==> src/hdl/dbf_pkg.sv <==
`timescale 1ns / 1ps
package dbf_pkg;
  localparam logic [1:0] CMD_INSERT = 2'd0;
  localparam logic [1:0] CMD_QUERY  = 2'd1;
  localparam logic [1:0] CMD_REMOVE = 2'd2;
  localparam logic [1:0] CMD_UNUSED = 2'd3;

  localparam logic [1:0] ST_OK       = 2'd0;
  localparam logic [1:0] ST_NOTFOUND = 2'd1;
  localparam logic [1:0] ST_BADCFG   = 2'd2;

  localparam logic [1:0] CFG_FILTER_BITS  = 2'd0;
  localparam logic [1:0] CFG_HASH_COUNT   = 2'd1;
  localparam logic [1:0] CFG_REGION_COUNT = 2'd2;

  localparam logic [31:0] HASH_MULT = 32'd2654435769;

  // controller -> datapath
  typedef struct packed {
    logic load;       // latch key, clear accumulators
    logic hash_start; // start hash of probe_idx
    logic probe_rd;   // read filter/region bits; not set by dbf_ctrl nor read by dbf_datapath
    logic ins_mark;   // insert: mark region / count
    logic ins_wr;     // insert: set filter bit of scratch entry
    logic chk;        // membership check with read bits
    logic rem_upd;    // remove: clear bit or count
    logic [5:0] probe_idx;
  } dbf_cmd_t;

  // datapath -> controller
  typedef struct packed {
    logic hash_done;
    logic present;
  } dbf_stat_t;
endpackage

==> src/hdl/dbf_ctrl.sv <==
`timescale 1ns / 1ps
module dbf_ctrl #(
  parameter int MAX_BITS = 4096
) (
  input  logic              clk,
  input  logic              rst_n,
  input  logic              in_fire,
  input  logic [1:0]        in_cmd,
  input  logic              cfg_ok,
  input  logic [4:0]        k,
  input  dbf_pkg::dbf_stat_t stat,
  input  logic              out_taken,
  output dbf_pkg::dbf_cmd_t cmd,
  output logic              busy,
  output logic              res_load,
  output logic [1:0]        res_status,
  output logic              res_found,
  output logic              clr_we,
  output logic [$clog2(MAX_BITS)-1:0] clr_addr
);
  import dbf_pkg::*;
  localparam int IW = $clog2(MAX_BITS);
  localparam logic [3:0] S_CLR = 4'd0, S_IDLE = 4'd1, S_HASH = 4'd2, S_WAIT = 4'd3,
                         S_RD = 4'd4, S_ACT = 4'd5, S_WRD = 4'd6, S_WR = 4'd7,
                         S_RES = 4'd8, S_OUT = 4'd9;
  logic [3:0] st_r, st_nxt;
  logic [1:0] op_r, op_nxt;
  logic [5:0] pi_r, pi_nxt;
  logic       pass_r, pass_nxt; // remove: 0 = check, 1 = update
  logic [IW-1:0] ca_r, ca_nxt;
  logic last;

  assign last = (pi_r == 6'(k - 5'd1));

  always_comb begin
    st_nxt = st_r; op_nxt = op_r; pi_nxt = pi_r; pass_nxt = pass_r; ca_nxt = ca_r;
    cmd = '0; cmd.probe_idx = pi_r;
    res_load = 1'b0; res_status = ST_OK; res_found = 1'b0; clr_we = 1'b0;
    case (st_r)
      S_CLR: begin
        clr_we = 1'b1; ca_nxt = ca_r + 1'b1;
        if (&ca_r) st_nxt = S_IDLE;
      end
      S_IDLE: if (in_fire) begin
        op_nxt = in_cmd; pi_nxt = '0; pass_nxt = 1'b0; cmd.load = 1'b1;
        if (in_cmd == CMD_UNUSED) st_nxt = S_RES;
        else if (!cfg_ok) st_nxt = S_RES;
        else st_nxt = S_HASH;
      end
      S_HASH: begin
        cmd.hash_start = 1'b1; st_nxt = S_WAIT;
      end
      S_WAIT: if (stat.hash_done) st_nxt = S_RD;
      S_RD: st_nxt = S_ACT;
      S_ACT: begin
        if (op_r == CMD_INSERT) cmd.ins_mark = 1'b1;
        else if (pass_r) cmd.rem_upd = 1'b1;
        else cmd.chk = 1'b1;
        st_nxt = S_HASH; pi_nxt = pi_r + 6'd1;
        if (last) begin
          pi_nxt = '0;
          if (op_r == CMD_INSERT) st_nxt = S_WRD;
          else if (op_r == CMD_REMOVE && !pass_r) st_nxt = S_RES;
          else st_nxt = S_RES;
        end
      end
      S_WRD: st_nxt = S_WR; // scratch read latency
      S_WR: begin
        cmd.ins_wr = 1'b1;
        pi_nxt = pi_r + 6'd1;
        st_nxt = last ? S_RES : S_WRD;
      end
      S_RES: begin
        // remove with a present key goes round a second time to update
        if (op_r == CMD_REMOVE && cfg_ok && !pass_r && stat.present) begin
          pass_nxt = 1'b1; st_nxt = S_HASH;
        end else begin
          res_load = 1'b1; st_nxt = S_OUT;
          if (op_r != CMD_UNUSED && !cfg_ok) res_status = ST_BADCFG;
          else if (op_r == CMD_REMOVE && !pass_r) res_status = ST_NOTFOUND;
          res_found = (op_r == CMD_QUERY) && cfg_ok && stat.present;
        end
      end
      S_OUT: if (out_taken) st_nxt = S_IDLE;
      default: st_nxt = S_IDLE;
    endcase
  end

  // in S_WR the scratch address must point at the entry read in S_WRD
  always_ff @(posedge clk) begin
    if (!rst_n) begin
      st_r <= S_CLR; op_r <= '0; pi_r <= '0; pass_r <= 1'b0; ca_r <= '0;
    end else begin
      st_r <= st_nxt; op_r <= op_nxt; pi_r <= pi_nxt; pass_r <= pass_nxt; ca_r <= ca_nxt;
    end
  end

  assign busy = (st_r != S_IDLE);
  assign clr_addr = ca_r;
endmodule

==> config.mk <==
export PLATFORM = sky130hd
export DESIGN_NAME = dbf_ctrl
export DESIGN_NICKNAME = d
export VERILOG_FILES = /design/src/hdl/dbf_pkg.sv /design/src/hdl/dbf_ctrl.sv
export SDC_FILE = /design/constraint.sdc
export NUM_CORES = 1
export LEC_CHECK = 0
export ABC_CLOCK_PERIOD_IN_PS = 2080
export BUFFER_PORTS_ARGS = -buffer_cell sky130_fd_sc_hd__buf_4
export CAP_MARGIN = 20
export CORE_MARGIN = 2
export CORE_UTILIZATION = 30
export DETAILED_ROUTE_END_ITERATION = 10
export PLACE_DENSITY_LB_ADDON = 0.1
export RECOVER_POWER = 100
export SYNTH_ARGS = -nofsm -noshare
export SYNTH_HDL_FRONTEND = slang
export SYNTH_SLANG_ARGS = --single-unit
==> constraint.sdc <==
create_clock -name clk -period 2.08 [get_ports clk]
set_input_delay 0.104 -clock clk [delete_from_list [all_inputs] [get_ports clk]]
set_output_delay 0.104 -clock clk [all_outputs]
set_load 0.1 [all_outputs]
==> impl_metrics.ini <==
[timing]
setup_violations = 0
max_freq_mhz = 511
finalCriticalPeriod_ns = 1.96
fin_crit_sh_pct = 94.1
drv_slew = 0
maxSlewHeadroom_pct = 22.1
grt_setup_unrepaired = no
tightest_slew_ns = 1.17
fin_skew_ns = 0.00388
worst_hold_slack_ns = 0.0774
hold_viol_final = 0

[routing]
postRouteWirelength_um = 4290
avgViaCountPerCell = 5.03
number_of_nets_with_antenna_violations_after_detailed_routing = 0
drtPass1Iterations = 4
overall_via_count_from_detail_route = 1671
route.detailed.wl_per_inst_um = 12.9
route.detailed.drc = 0
detail_route.iter0.violations = 109

[global_route]
globalRoute.totalOverflow = 0
antenna_found_initial = 0
grt_pass1_wl_um = 7390
global_route_usage_sum_pct = 14.5
grt_start_max_net_pins = 17
via_count_of_the_first_global_routing_pass = 1541

[floorplan]
die-height_um = 78.5
die_width_um = 78.5
coreArea_um2 = 5440
placementRows = 27
initial_core_util_pct = 30.6
design.portCount = 45
die-area_um2 = 6160

[synth]
synth_edf_count = 0
synth.area.top_cells = sky130_fd_sc_hd__dfxtp_1 (30%), sky130_fd_sc_hd__nor2_1 (5.9%), sky130_fd_sc_hd__nand2_1 (4.7%)
postSynthAreaPerCell_um2 = 7.75
post_synth_inst_count = 215
ys.flop_type = sky130_fd_sc_hd__dfxtp_1
synth-async-reset-ratio_pct = 0
post_synth_and_or_nand_nor_area_fraction_pct = 36.5
synth_cell_type_count = 51
netlist_area_um2 = 1670
synthesis.yosys.warnings = 0
complex_gate_fraction_of_the_synthesized_area_pct = 15.9
yosys.area_share.xor_xnor_pct = 6.84
synthesis.nets = 232
synth_top_family_by_area = simple AND/OR/NAND/NOR gates
muxShareOfSynthArea_pct = 3.68
post_synth_fa_ha_maj_area_fraction_pct = 2.25
synth.most_common_cell = sky130_fd_sc_hd__nor2_1
synthDominantCellAreaShare_pct = 30.1
synth_sequential_area_ratio_pct = 30.1
ys_top_cells_by_count = sky130_fd_sc_hd__nor2_1 (26), sky130_fd_sc_hd__dfxtp_1 (25), sky130_fd_sc_hd__nand2_1 (21)
yosys.area.top_type = sky130_fd_sc_hd__dfxtp_1
number_of_register_bits_inferred_by_synthesis = 25

[pwr]
cellPowerDensity_nw_per_um2 = 445
vdd_ir_drop_max_mv = 0.244
p_leak_nw = 0.800
power_uw = 923

[clock_network]
htreeDepth = 1
cts_num_sinks = 25
tritoncts = built
clock_path_buffers = 2
cts-buffers-inserted = 3
clk_pin_slew_worst_paths_ns = 0.09
worst_skew_pair.late_latency_ns = 0.27
clock-root-buffer = sky130_fd_sc_hd__clkbuf_8
post_cts_buffers = 0

[placed_design]
placement.cell_area_um2 = 2140
dpl.hpwl_um = 3340
port_buffers = 43
globalplace.congestion = 0.754

[critical_path]
worst_reg2reg_startpoint = st_r[2]
critical_path_type = reg2out
setup.worst_path.end_class = output port
crit_path_end = clr_we
worstSetupStartpointType = register
critical_path.max_fanout = 12
r2r_cells = 5
r2r-end = clr_addr[5]
worst_setup_path_startpoint = st_r[2]
regToRegSetupSlack_ns = 0.20
critPathRequiredTime_ns = 1.98
cp_data_arrival_time_ns = 1.85

[finish]
syn2layout_area_growth_pct = 24.4
antenna-diode-count = 0
final_net_count = 278
finish.instance_area_um2 = 2070
drive_above_1_share_pct = 21.2
layout.core_utilization_pct = 38.1

[hold_path]
min_path_type = in2reg
worstHoldStart = in_cmd[0]

[flow_run]
maxCapViolCount = 0

[outcome]
status = complete, no violations
[state kept, by name, summed over array words and instances, names as in the netlist]
register	count
clr_addr	12
pi_r	6
st_r	4
op_r	2
pass_r	1
[layout make-up]
cell class | instances | area [um2]
clock buffers | 4 | 45.0
fillers | 600 | 3370
inverters | 6 | 22.5
multi-input cells | 173 | 1110
flip-flops and latches | 25 | 504
well taps | 72 | 90.1
repair buffers | 52 | 297
[routing by layer]
| layer | GRT usage, % | vias to the layer above | routed length (um) |
|---|---|---|---|
| met4 | 3.68 | 0 | 25 |
| met5 | 0 | - | 0 |
| met1 | 21.2 | 779 | 2230 |
| met3 | 2.07 | 2 | 175 |
| li1 | - | 859 | - |
| met2 | 22.1 | 31 | 1860 |
[layout by cell type (no fill, tap or decap), drive strengths merged, types with 5 or more instances in the layout]
| cell | count |
|---|---|
| xnor2 | 9 |
| buf | 24 |
| dfxtp | 25 |
| o21ai | 6 |
| mux2i | 5 |
| nor3 | 11 |
| clkbuf | 32 |
| a21oi | 13 |
| nand3 | 12 |
| nor2 | 26 |
| nor2b | 6 |
| nand2 | 21 |
| nand4 | 7 |
| inv | 6 |
[logic make-up (layout without fill, tap and decap cells)]
family | Yosys count | count (layout)
AO/OA/AOI/OAI | 41 | 41
XOR/XNOR | 13 | 13
adder cells (fa/ha/maj) | 3 | 3
buffers and inverters | 17 | 62
flip-flops | 25 | 25
multiplexers | 6 | 6
other | 1 | 1
AND/OR/NAND/NOR | 109 | 109
[worst max-delay path, cell delays in order (launching register included)]
cell and delay (ns):
sky130_fd_sc_hd__dfxtp_2 0.40, sky130_fd_sc_hd__nor4_1 0.30, sky130_fd_sc_hd__clkbuf_1 0.44, sky130_fd_sc_hd__clkbuf_4 0.45
[per-stage QoR]
stage               setup slack, ns  TNS [ns]  instances
floorplan                    -0.429     -4.08        215
global route                 0.0292         0        332
CTS                          0.0304         0        332
detailed placement            0.259         0        328
finish                        0.124         0        332
global placement              0.230         0        328
[how the worst min path moves through the flow]
| stage | end | slack [ns] | cells past startpoint |
|---|---|---|---|
| floorplan | op_r[0] | 0.25 | 2 |
| global placement | op_r[0] | 0.35 | 3 |
| detailed placement | op_r[0] | 0.36 | 3 |
| CTS | op_r[0] | 0.08 | 3 |
| global route | op_r[0] | 0.10 | 3 |
| finish | op_r[0] | 0.08 | 3 |
[where the power goes]
| group | leakage (nW) | total [mW] | switching [mW] | internal, mW |
|---|---|---|---|---|
| Clock | 0.0228 | 0.294 | 0.157 | 0.137 |
| Sequential | 0.203 | 0.492 | 0.00895 | 0.483 |
| Combinational | 0.574 | 0.137 | 0.0950 | 0.0419 |
[repair_timing]
action	4_1_cts	5_1_grt
resized for setup	0	4
hold buffers	0	0
endpoints found under the setup margin	0	6
Power figures use the tool's default switching activity.
